===== config.mk =====
export PLATFORM = sky130hd
export DESIGN_NAME = signed_int_to_base_digits
export DESIGN_NICKNAME = d
export VERILOG_FILES = /design/src/sv/sitbd_pkg.sv /design/src/sv/sitbd_ram.sv /design/src/sv/sitbd_datapath.sv /design/src/sv/sitbd_ctrl.sv /design/src/sv/signed_int_to_base_digits.sv
export SDC_FILE = /design/constraint.sdc
export NUM_CORES = 2
export LEC_CHECK = 0
export ABC_AREA = 1
export BUFFER_PORTS_ARGS = -buffer_cell sky130_fd_sc_hd__clkbuf_2
export CAP_MARGIN = 10
export CORE_AREA = 2 2 335 337
export CTS_BUF_LIST = sky130_fd_sc_hd__clkbuf_2 sky130_fd_sc_hd__clkbuf_4 sky130_fd_sc_hd__clkbuf_8
export DETAILED_ROUTE_END_ITERATION = 16
export DIE_AREA = 0 0 337 339
export PLACE_DENSITY_LB_ADDON = 0.25
export SYNTH_ARGS = -nofsm -noshare
export SYNTH_HDL_FRONTEND = slang
export SYNTH_SLANG_ARGS = --single-unit

===== constraint.sdc =====
create_clock -name clk -period 10.3 [get_ports clk]
set_clock_uncertainty 0.15 [all_clocks]
set_input_delay 1.545 -clock clk [delete_from_list [all_inputs] [get_ports clk]]
set_output_delay 1.545 -clock clk [all_outputs]
set_load 0.05 [all_outputs]

===== src/sv/sitbd_pkg.sv =====
`default_nettype none

package sitbd_pkg;

  // configuration register file
  localparam int CFG_WORDS   = 8;
  localparam int CFG_INDEX_W = 3;
  localparam int CFG_DATA_W  = 64;
  localparam int CHAR_W      = 8;

  // quotient bits settled per divider cycle
  localparam int BITS_PER_STEP = 4;

  // character codes
  localparam logic [CHAR_W-1:0] CHAR_MINUS   = 8'h2d;
  localparam logic [CHAR_W-1:0] CHAR_NUL     = 8'h00;
  localparam logic [CHAR_W-1:0] CHAR_DIGIT_0 = 8'h30;
  localparam logic [CHAR_W-1:0] CHAR_DIGIT_9 = 8'h39;
  localparam logic [CHAR_W-1:0] CHAR_LOWER_A = 8'h61;
  localparam logic [CHAR_W-1:0] CHAR_LOWER_Z = 8'h7a;
  localparam logic [CHAR_W-1:0] CHAR_UPPER_A = 8'h41;
  localparam logic [CHAR_W-1:0] CHAR_UPPER_Z = 8'h5a;

  typedef struct packed {
    logic load;
    logic scan_step;
    logic div_start;
    logic div_step;
    logic push;
    logic pop;
    logic out_sign;
    logic out_digit;
  } dp_cmd_t;

  typedef struct packed {
    logic scan_end;
    logic scan_bad;
    logic radix_ok;
    logic div_last;
    logic quo_zero;
    logic neg;
    logic sp_zero;
  } dp_status_t;

  function automatic logic is_alnum(input logic [CHAR_W-1:0] c);
    return ((c >= CHAR_DIGIT_0) && (c <= CHAR_DIGIT_9)) ||
           ((c >= CHAR_LOWER_A) && (c <= CHAR_LOWER_Z)) ||
           ((c >= CHAR_UPPER_A) && (c <= CHAR_UPPER_Z));
  endfunction

endpackage

`default_nettype wire


===== src/sv/sitbd_ram.sv =====
`default_nettype none

module sitbd_ram #(
  parameter int WIDTH = 8,
  parameter int DEPTH = 32
) (
  input  wire logic                     clk,
  input  wire logic                     we,
  input  wire logic [$clog2(DEPTH)-1:0] waddr,
  input  wire logic [WIDTH-1:0]         wdata,
  input  wire logic [$clog2(DEPTH)-1:0] raddr,
  output logic      [WIDTH-1:0]         rdata
);

  logic [WIDTH-1:0] mem [DEPTH];

  always_ff @(posedge clk) begin
    if (we) begin
      mem[waddr] <= wdata;
    end
    rdata <= mem[raddr];
  end

endmodule

`default_nettype wire


===== src/sv/sitbd_datapath.sv =====
`default_nettype none

module sitbd_datapath #(
  parameter int VALUE_BITS     = 32,
  parameter int ALPHABET_SLOTS = 64
) (
  input  wire logic                                clk,
  input  wire logic                                rst,
  input  wire logic                                cfg_we,
  input  wire logic [sitbd_pkg::CFG_INDEX_W-1:0]   cfg_index,
  input  wire logic [sitbd_pkg::CFG_DATA_W-1:0]    cfg_data,
  input  wire logic [((VALUE_BITS+7)/8)*8-1:0]     in_data,
  input  wire sitbd_pkg::dp_cmd_t                  cmd,
  output sitbd_pkg::dp_status_t                    status,
  output logic      [sitbd_pkg::CHAR_W-1:0]        out_char,
  output logic                                     out_last
);

  localparam int SLOT_W = $clog2(ALPHABET_SLOTS);
  localparam int IDX_W  = $clog2(ALPHABET_SLOTS + 1);
  localparam int MAG_W  = ((VALUE_BITS + sitbd_pkg::BITS_PER_STEP - 1) /
                           sitbd_pkg::BITS_PER_STEP) * sitbd_pkg::BITS_PER_STEP;
  localparam int STEPS  = MAG_W / sitbd_pkg::BITS_PER_STEP;
  localparam int CNT_W  = $clog2(STEPS);
  localparam int SP_W   = $clog2(VALUE_BITS + 1);
  localparam int ADDR_W = $clog2(VALUE_BITS);

  logic [sitbd_pkg::CFG_DATA_W-1:0] cfg_words [sitbd_pkg::CFG_WORDS];
  logic [sitbd_pkg::CHAR_W-1:0]     slot_byte [ALPHABET_SLOTS];

  logic                         neg;
  logic [MAG_W-1:0]             dvd;
  logic [IDX_W-1:0]             rem;
  logic [IDX_W-1:0]             scan_idx;
  logic [CNT_W-1:0]             cnt;
  logic [SP_W-1:0]              sp;

  logic [VALUE_BITS-1:0]        v_in;
  logic [VALUE_BITS-1:0]        v_mag;
  logic [SLOT_W-1:0]            sel_addr;
  logic [sitbd_pkg::CHAR_W-1:0] cur_byte;
  logic                         dup;
  logic [MAG_W-1:0]             dvd_next;
  logic [IDX_W-1:0]             rem_next;
  logic [SP_W-1:0]              sp_dec;
  logic [sitbd_pkg::CHAR_W-1:0] ram_rdata;

  // alphabet registers
  always_ff @(posedge clk) begin
    if (rst) begin
      for (int w = 0; w < sitbd_pkg::CFG_WORDS; w++) begin
        cfg_words[w] <= '0;
      end
    end else if (cfg_we) begin
      cfg_words[cfg_index] <= cfg_data;
    end
  end

  for (genvar g = 0; g < ALPHABET_SLOTS; g++) begin : g_slot
    assign slot_byte[g] = cfg_words[g / 8][(g % 8) * 8 +: 8];
  end

  // one shared character read: scan position, or digit value when pushing
  assign sel_addr = cmd.push ? rem[SLOT_W-1:0] : scan_idx[SLOT_W-1:0];
  assign cur_byte = slot_byte[sel_addr];

  // compare against every earlier character in parallel
  always_comb begin
    dup = 1'b0;
    for (int j = 0; j < ALPHABET_SLOTS; j++) begin
      if ((IDX_W'(j) < scan_idx) && (slot_byte[j] == cur_byte)) begin
        dup = 1'b1;
      end
    end
  end

  assign v_in  = in_data[VALUE_BITS-1:0];
  assign v_mag = v_in[VALUE_BITS-1] ? (~v_in + VALUE_BITS'(1)) : v_in;

  // restoring division, several quotient bits per cycle
  always_comb begin
    logic [IDX_W:0]   trial;
    logic [IDX_W-1:0] t_rem;
    logic [MAG_W-1:0] t_dvd;
    t_rem = rem;
    t_dvd = dvd;
    trial = '0;
    for (int k = 0; k < sitbd_pkg::BITS_PER_STEP; k++) begin
      trial = {t_rem, t_dvd[MAG_W-1]};
      t_dvd = {t_dvd[MAG_W-2:0], 1'b0};
      if (trial >= {1'b0, scan_idx}) begin
        trial    = trial - {1'b0, scan_idx};
        t_dvd[0] = 1'b1;
      end
      t_rem = trial[IDX_W-1:0];
    end
    rem_next = t_rem;
    dvd_next = t_dvd;
  end

  assign sp_dec = sp - SP_W'(1);

  always_ff @(posedge clk) begin
    if (rst) begin
      scan_idx <= '0;
      cnt      <= '0;
      sp       <= '0;
    end else begin
      if (cmd.load) begin
        scan_idx <= '0;
      end else if (cmd.scan_step) begin
        scan_idx <= scan_idx + IDX_W'(1);
      end
      if (cmd.div_start) begin
        cnt <= '0;
      end else if (cmd.div_step) begin
        cnt <= cnt + CNT_W'(1);
      end
      if (cmd.load) begin
        sp <= '0;
      end else if (cmd.push) begin
        sp <= sp + SP_W'(1);
      end else if (cmd.pop) begin
        sp <= sp_dec;
      end
    end
  end

  always_ff @(posedge clk) begin
    if (cmd.load) begin
      neg <= v_in[VALUE_BITS-1];
      dvd <= MAG_W'(v_mag);
    end else if (cmd.div_step) begin
      dvd <= dvd_next;
    end
    if (cmd.div_start) begin
      rem <= '0;
    end else if (cmd.div_step) begin
      rem <= rem_next;
    end
    if (cmd.out_sign) begin
      out_char <= sitbd_pkg::CHAR_MINUS;
      out_last <= 1'b0;
    end else if (cmd.out_digit) begin
      out_char <= ram_rdata;
      out_last <= (sp == '0);
    end
  end

  // digit stack, least significant digit pushed first
  sitbd_ram #(
    .WIDTH (sitbd_pkg::CHAR_W),
    .DEPTH (VALUE_BITS)
  ) u_stack (
    .clk   (clk),
    .we    (cmd.push),
    .waddr (sp[ADDR_W-1:0]),
    .wdata (cur_byte),
    .raddr (sp_dec[ADDR_W-1:0]),
    .rdata (ram_rdata)
  );

  assign status.scan_end = (scan_idx == IDX_W'(ALPHABET_SLOTS)) ||
                           (cur_byte == sitbd_pkg::CHAR_NUL);
  assign status.scan_bad = !status.scan_end &&
                           (!sitbd_pkg::is_alnum(cur_byte) || dup);
  assign status.radix_ok = (scan_idx >= IDX_W'(2));
  assign status.div_last = (cnt == CNT_W'(STEPS - 1));
  assign status.quo_zero = (dvd == '0);
  assign status.neg      = neg;
  assign status.sp_zero  = (sp == '0);

endmodule

`default_nettype wire


===== src/sv/sitbd_ctrl.sv =====
`default_nettype none

module sitbd_ctrl (
  input  wire logic                  clk,
  input  wire logic                  rst,
  input  wire logic                  in_valid,
  output logic                       in_ready,
  output logic                       out_valid,
  input  wire logic                  out_ready,
  input  wire sitbd_pkg::dp_status_t status,
  output sitbd_pkg::dp_cmd_t         cmd
);

  typedef enum logic [2:0] {
    S_IDLE,
    S_SCAN,
    S_DIV,
    S_PUSH,
    S_SIGN,
    S_READ,
    S_LOAD,
    S_SEND
  } state_t;

  state_t state;

  assign in_ready  = (state == S_IDLE);
  assign out_valid = (state == S_SEND);

  always_comb begin
    cmd = '0;
    unique case (state)
      S_IDLE: begin
        cmd.load = in_valid;
      end
      S_SCAN: begin
        cmd.scan_step = !status.scan_end && !status.scan_bad;
        cmd.div_start = status.scan_end && status.radix_ok;
      end
      S_DIV: begin
        cmd.div_step = 1'b1;
      end
      S_PUSH: begin
        cmd.push      = 1'b1;
        cmd.div_start = !status.quo_zero;
      end
      S_SIGN: begin
        cmd.out_sign = 1'b1;
      end
      S_READ: begin
        cmd.pop = 1'b1;
      end
      S_LOAD: begin
        cmd.out_digit = 1'b1;
      end
      S_SEND: begin
        cmd = '0;
      end
      default: begin
        cmd = '0;
      end
    endcase
  end

  always_ff @(posedge clk) begin
    if (rst) begin
      state <= S_IDLE;
    end else begin
      unique case (state)
        S_IDLE: begin
          if (in_valid) begin
            state <= S_SCAN;
          end
        end
        S_SCAN: begin
          priority if (status.scan_bad) begin
            state <= S_IDLE;
          end else if (status.scan_end) begin
            state <= status.radix_ok ? S_DIV : S_IDLE;
          end
        end
        S_DIV: begin
          if (status.div_last) begin
            state <= S_PUSH;
          end
        end
        S_PUSH: begin
          if (status.quo_zero) begin
            state <= status.neg ? S_SIGN : S_READ;
          end else begin
            state <= S_DIV;
          end
        end
        S_SIGN: begin
          state <= S_SEND;
        end
        S_READ: begin
          state <= S_LOAD;
        end
        S_LOAD: begin
          state <= S_SEND;
        end
        S_SEND: begin
          if (out_ready) begin
            state <= status.sp_zero ? S_IDLE : S_READ;
          end
        end
        default: begin
          state <= S_IDLE;
        end
      endcase
    end
  end

endmodule

`default_nettype wire


===== src/sv/signed_int_to_base_digits.sv =====
// Converts a signed two's complement value into its text in a radix given
// by a programmable digit alphabet, one character per output item. The
// alphabet sits in eight 64-bit registers, byte 0 of register 0 first, and
// ends at the first zero byte or after ALPHABET_SLOTS characters; its length
// is the radix. It is accepted only with at least two characters, all of
// them letters or decimal digits, none repeated; otherwise an input item
// produces no output at all. A negative value gives '-' first, then the
// digits of its magnitude (most negative value included) most significant
// first, with tlast on the final character. Zero gives alphabet character 0.
// One item is worked on at a time. It is accepted, then the alphabet check
// walks one character a cycle, then the divider, which settles four quotient
// bits a cycle, works out each digit, least significant first, and the digit
// stack hands the characters out most significant first (a minus sign is sent
// without it), each waiting on m_tready. Write the alphabet registers only
// while no item is in progress.

`default_nettype none

module signed_int_to_base_digits #(
  parameter int VALUE_BITS     = 32,
  parameter int ALPHABET_SLOTS = 64
) (
  input  wire logic                              clk,
  input  wire logic                              rst,
  // configuration write port
  input  wire logic                              cfg_we,
  input  wire logic [sitbd_pkg::CFG_INDEX_W-1:0] cfg_index,
  input  wire logic [sitbd_pkg::CFG_DATA_W-1:0]  cfg_data,
  // input stream
  input  wire logic                              s_tvalid,
  output logic                                   s_tready,
  input  wire logic [((VALUE_BITS+7)/8)*8-1:0]   s_tdata,   // value (signed)
  // output stream
  output logic                                   m_tvalid,
  input  wire logic                              m_tready,
  output logic      [sitbd_pkg::CHAR_W-1:0]      m_tdata,   // text_char
  output logic                                   m_tlast    // last_char
);

  sitbd_pkg::dp_cmd_t    cmd;
  sitbd_pkg::dp_status_t status;

  // sequencer: alphabet check, digit loop, output handshake
  sitbd_ctrl u_ctrl (
    .clk       (clk),
    .rst       (rst),
    .in_valid  (s_tvalid),
    .in_ready  (s_tready),
    .out_valid (m_tvalid),
    .out_ready (m_tready),
    .status    (status),
    .cmd       (cmd)
  );

  // alphabet registers, divider, digit stack and output register
  sitbd_datapath #(
    .VALUE_BITS     (VALUE_BITS),
    .ALPHABET_SLOTS (ALPHABET_SLOTS)
  ) u_datapath (
    .clk       (clk),
    .rst       (rst),
    .cfg_we    (cfg_we),
    .cfg_index (cfg_index),
    .cfg_data  (cfg_data),
    .in_data   (s_tdata),
    .cmd       (cmd),
    .status    (status),
    .out_char  (m_tdata),
    .out_last  (m_tlast)
  );

endmodule

`default_nettype wire


=== After elaboration in Yosys (flattened, before gate mapping) ===
Memories as Yosys holds them, arrays and structs flattened. A register that Yosys moved wholly into a read port is not among the register bits.
Cells that the tools add are included.

* Flip-flop bits (word level): 68
* Bits in latches: 0
* RAM bits: 768
* ROM bits: 0
* Memories: 2

{| class="wikitable"
|+ Memory list
! name !! depth !! width !! read ports !! clocked after Yosys merged registers in !! wr ports !! line !! source
|-
| u_datapath.cfg_words || 8 || 64 || 8 || 0 || 8 || sitbd_datapath.sv:28 || <nowiki>logic [sitbd_pkg::CFG_DATA_W-1:0] cfg_words [sitbd_pkg::CFG_WORDS];</nowiki>
|-
| u_datapath.u_stack.mem || 32 || 8 || 1 || 1 || 1 || sitbd_ram.sv:15 || <nowiki>logic [WIDTH-1:0] mem [DEPTH];</nowiki>
|}

* Add/subtract/negate cells: 9
* $mul: 0
* Div/mod/pow operators: 0
* Magnitude comparators: 76
* Equality and inequality tests: 77
* Shift operators: 0
* Multiplexer cells: 109
* Bitwise gates (word level): 2
* Reduce and logical (&&, ||, !) cells: 89

{| class="wikitable"
|+ Operators with widths
! operator !! count
|-
| $eq A8 B8 Y1 || 64
|-
| $lt A6 B7 Y1 const A || 32
|-
| $lt A5 B7 Y1 const A || 16
|-
| $mux W32 || 3
|-
| $mux W1 || 84
|-
| $logic_and A1 B1 Y1 || 70
|-
| $mux W64 || 1
|-
| $reduce_or A64 Y1 || 1
|-
| $lt A4 B7 Y1 const A || 8
|-
| $bmux W8 S6 || 1
|-
| $add A32 B1 Y32 const B || 1
|-
| $ge A8 B7 Y1 || 4
|-
| $logic_not A32 Y1 || 1
|-
| $not A32 Y32 || 1
|-
| $lt A3 B7 Y1 const A || 4
|-
| $mux W7 || 4
|-
| $sub A7 B7 Y7 || 4
|-
| $mux W3 || 8
|-
| $pmux W3 S7 || 1
|-
| $mux W6 || 3
|-
| $ge A8 B7 Y1 const B || 2
|-
| $le A8 B7 Y1 const B || 2
|-
| $mux W8 || 2
|-
| $eq A3 B3 Y1 const B || 5
|-
| other kinds (27) || 40
|}

=== Longest topological paths before layout ===
* Word-level depth: 78
* Depth in mapped cells: 46
* Mapped depth without buffers: 44

=== Modules after synthesis ===
From an unflattened synthesis, not the netlist that was laid out.

* Cell total of the unflattened synthesis: 5766
* Area, all modules: 47938.5 um2

{| class="wikitable"
|+ Modules (own cells, without submodules)
! module !! instances !! cells each !! area each (um2) !! sequential area each (um2)
|-
| sitbd_datapath || 1 || 4784 || 36807.8 || 17006.3
|-
| sitbd_ram || 1 || 922 || 10787.8 || 7847.5
|-
| sitbd_ctrl || 1 || 60 || 342.8 || 60.1
|}

=== Worst setup path before layout ===
OpenSTA, ideal clock, no wires.

* Kind: reg-to-reg
* Start point: reg u_datapath.scan_idx[2]
* End point: reg u_datapath.rem[5]
* Library setup time: 124 ps
* Arrival time: 7125 ps
* Required time: 10026 ps
* Slack: 2901 ps
* Cell stages (with the launch flop): 43
* Path buffers: 3
* Cell sequence: dfxtp_1 > clkbuf_1 > clkinv_1 > ha_1 > a21oi_1 > o21bai_1 > a21oi_1 > o21bai_1 > nand2_1 > nand2_1 > clkbuf_1 > a21oi_1 > fa_1 > a21oi_1 > nor2_1 > nor2_1 > o21ai_0 > o21a_1 > [7 not listed] > inv_1 > a221oi_1 > nor2_1 > a311oi_1 > nand2_1 > inv_1 > o21ai_0 > ha_1 > nand2_1 > o21ai_0 > a21oi_1 > o21bai_1 > o21ai_0 > nand4_1 > clkbuf_1 > a21oi_1 > o21ai_0 > a21oi_1

* Word-level cells in the longest chain between the ends: 9
* Elaborated cells on any way between the ends: 23
* Classes of those cells: add/sub: 4; order compare: 5; eq/ne: 1; mux: 9; bitwise: 1; reduce/logical: 3

{| class="wikitable"
|+ Ends and longest elaborated chain
! item !! line !! source
|-
| from (decl) || sitbd_datapath.sv:34 || <nowiki>logic [IDX_W-1:0] scan_idx;</nowiki>
|-
| from (signal assigned) || sitbd_datapath.sv:112 || <nowiki>scan_idx <= scan_idx + IDX_W'(1);</nowiki>
|-
| parallel branches: the longest is 9 deep, another holds $sub A7 B7 Y7 || - ||
|-
| to (signal assigned) || sitbd_datapath.sv:139 || <nowiki>rem <= rem_next;</nowiki>
|-
| to (decl) || sitbd_datapath.sv:33 || <nowiki>logic [IDX_W-1:0] rem;</nowiki>
|}

Several ways; the timed one is not identified. The select of a mux whose other input is x is not followed.
A chain may end at the register's enable or synchronous reset.

=== Worst setup path in the final report ===
* Start point: reg u_datapath.scan_idx[0]
* End point: reg u_datapath.rem[2]

* Word-level cells in the longest chain between the ends: 9
* Elaborated cells on any way between the ends: 23
* Classes of those cells: add/sub: 4; order compare: 5; eq/ne: 1; mux: 9; bitwise: 1; reduce/logical: 3

{| class="wikitable"
|+ Ends and longest elaborated chain
! item
|-
| parallel branches: the longest is 9 deep, another holds $ge A8 B7 Y1
|}

Several ways; the timed one is not identified. The select of a mux whose other input is x is not followed.

==> impl_metrics.env <==
export IMPL_critical_path_slowest_cell="dfxtp_1"
export IMPL_powerDensity_nw_per_um2=212
export IMPL_synth_top_area_share=0.486
export IMPL_insertion_delay_ns=0.88
export IMPL_tightest_slew_ns=1.20
export IMPL_syn_area_um2=49500
export IMPL_switchingPower_mw=4.50
export IMPL_grt_pass1_vias=40600
export IMPL_fin_tns_setup_ns=0
export IMPL_slew_headroom=0.201
export IMPL_numCtsBuffers=151
export IMPL_ctsHoldBuffers=0
export IMPL_syn_num_nets=6258
export IMPL_yosysSeqAreaShare=0.503
export IMPL_pwr_share_comb=0.359
export IMPL_drt_wl_total_um=211000
export IMPL_grt_overflow_total=0
export IMPL_syn_area_per_cell_um2=8.10
export IMPL_gp_congestion=1.06
export IMPL_die_area_um2=114000
export IMPL_synthTopCellsByArea="edfxtp_1 49%, nand2_1 11%, nor2_1 9.1%, nand3_1 7.8%, inv_1 3.2%"
export IMPL_vias=45500
export IMPL_max_cap_violations=0
export IMPL_ant_nets=0
export IMPL_rsz0062_at_grt="no"
export IMPL_p_int_mw=7.01
export IMPL_synth_most_common_cell="nand2_1"
export IMPL_worstSetupPathType="register to register"
export IMPL_worstPathRequired_ns=10.93
export IMPL_sequentialPowerShare=0.362
export IMPL_cp_slowest_stage_delay_ns=0.65
export IMPL_switching_share=0.391
export IMPL_drt_initial_drc_count=7146
export IMPL_leakagePower_nw=22.5
export IMPL_worst_path_max_fanout=15
export IMPL_grt_max_degree=131
export IMPL_critPathArrivalTime_ns=9.37
export IMPL_critPathLaunchType="register"
export IMPL_status="finished, final reports clean"
export IMPL_fin_util=0.491
export IMPL_worstHoldPathType="register to register"
export IMPL_drv_slew=0
export IMPL_routedWlPerCell_um=27.4
export IMPL_clock_sinks=844
export IMPL_grtUsageTotal=0.362
export IMPL_grt_pass1_wl_um=295000
export IMPL_core_area_um2=110000
export IMPL_period_minus_slack_ns=8.74
export IMPL_clock_power_share=0.279
export IMPL_clk_pin_slew_worst_paths_ns=0.06
export IMPL_via_per_inst=5.88
export IMPL_synth_ff_latch_count=844
export IMPL_totalPowerFinal_mw=11.5
export IMPL_row_count=122
export IMPL_io_pins=115
export IMPL_synth_enable_flop_cells=801
export IMPL_final_nets=6259
export IMPL_yosys_warnings=0
export IMPL_dp_slack_ns=1.56
export IMPL_cts_root_buffer="clkbuf_8"
export IMPL_ctsLongestPathBuffers=3
export IMPL_hold_violations=0
export IMPL_cts_tree="done"
export IMPL_post_route_drc_count=0
export IMPL_synth_common_cells="1480 x nand2_1, 1203 x nor2_1, 801 x edfxtp_1"
export IMPL_yosysTopAreaCell="edfxtp_1"
export IMPL_cts_max_level=4
export IMPL_worst_slack_ns=1.56
export IMPL_yosysUniqueCellTypes=51
export IMPL_floorplan_initialDensity=0.449
export IMPL_port_buffers=114
export IMPL_finalCritPeriodShare=0.849
export IMPL_setup_violations_final=0
export IMPL_post_cts_buffers=0
export IMPL_crit_path_end_kind="register"
export IMPL_dp_hpwl_um=145000
export IMPL_synth_top_flop_cell="edfxtp_1"
export IMPL_synthArstFlopShare=0
export IMPL_max_freq_mhz=114
export IMPL_cts_resized=0
export IMPL_dr_pass1_iters=9
export IMPL_fp_dieH_um=339
export IMPL_fp_dieW_um=337
export IMPL_crit_path_frequent_cell="a21oi_1"
export IMPL_drive_gt1_frac=0.0823
export IMPL_area_growth_pct=9.48
export IMPL_max_vdd_ir_drop_mv=0.363
export IMPL_syn_inst=6112
export IMPL_antenna_found_initial=5
-- per-stage QoR --
stage	area, µm²	hold slack [ns]	std cells
2_1_floorplan	49500	0.269	6112
3_3_place_gp	51200	0.277	7448
3_5_place_dp	51200	0.279	7448
4_1_cts	54200	0.296	7722
5_1_grt	54200	0.324	7723
6_report	54200	0.295	7724
-- routing by layer --
layer	GRT usage	routed length, µm
met5	0	57
met2	0.522	88100
met3	0.113	29300
met1	0.483	80500
met4	0.194	13400
-- path summary, 6_finish.rpt --
path / start / to / slack, ns / depth (start not counted)
setup / recovery: u_datapath.scan_idx[0] / u_datapath.rem[2] / 1.56 / 43
hold / removal: u_datapath.u_stack.rdata[2] / u_datapath.out_char[2] / 0.29 / 2
setup reg to reg: u_datapath.scan_idx[0] / u_datapath.rem[2] / 1.56 / 43
hold reg to reg: u_datapath.u_stack.rdata[2] / u_datapath.out_char[2] / 0.29 / 2
-- cells in the final DEF, fill, tap and decap left out, drive strengths merged, types with 39 or more instances in the layout --
cell    count
a21oi      92
buf        81
clkbuf    327
clkinv     62
dfxtp      43
edfxtp    801
inv       435
nand2    1488
nand3     783
nand3b    151
nor2     1206
o21ai     251
o32ai      39
xnor2      53
xor2      160
-- layout make-up --
type / count / area, µm²
Fill cell: 10800 / 56100
Sequential cell: 844 / 24900
Multi-Input combinational cell: 4482 / 21500
Clock buffer: 213 / 2610
Tap cell: 1488 / 1860
Inverter: 439 / 1650
Timing Repair Buffer: 195 / 1230
Clock inverter: 61 / 405
Antenna cell: 2 / 5.00
-- state kept, by name (all words and copies together) (netlist names), 3 cells and up --
signal	count
u_datapath.u_stack.rdata	8
u_datapath.sp	6
u_datapath.cfg_words	512
u_ctrl.state	3
u_datapath.out_char	8
u_datapath.scan_idx	7
u_datapath.dvd	32
u_datapath.rem	7
u_datapath.cnt	3
u_datapath.u_stack.mem	256
-- power by group through the flow --
stage	Combinational [mW]	Sequential [mW]	Clock, mW
after floorplan	3.47	4.15	0
after detailed placement	4.20	4.23	0
after CTS	4.23	4.16	3.23
final	4.13	4.17	3.21
after global placement	4.22	4.22	0
after global routing	4.55	4.18	3.36
-- worst max-delay path, delay by kind of cell, from the launching register on --
family	cells	cell delay [ns]
adder cells (fa/ha/maj)	5	1.79
AND/OR/NAND/NOR	13	2.05
flip-flops	1	0.65
buffers and inverters	4	0.60
AO/OA/AOI/OAI	21	3.40
-- logic make-up (layout without fill, tap and decap cells) --
kind of cell / count (synthesis) / after routing / share of synthesized area
compound gates: 471 / 471 / 0.0558
other cells: 0 / 2 / 0
simple gates: 3731 / 3731 / 0.320
xor+xnor: 213 / 213 / 0.0377
fa+ha+maj: 42 / 42 / 0.0112
flops: 844 / 844 / 0.503
buf+inv: 786 / 908 / 0.0668
mux: 25 / 25 / 0.00505
No activity file was read; power rests on OpenSTA's default activity.
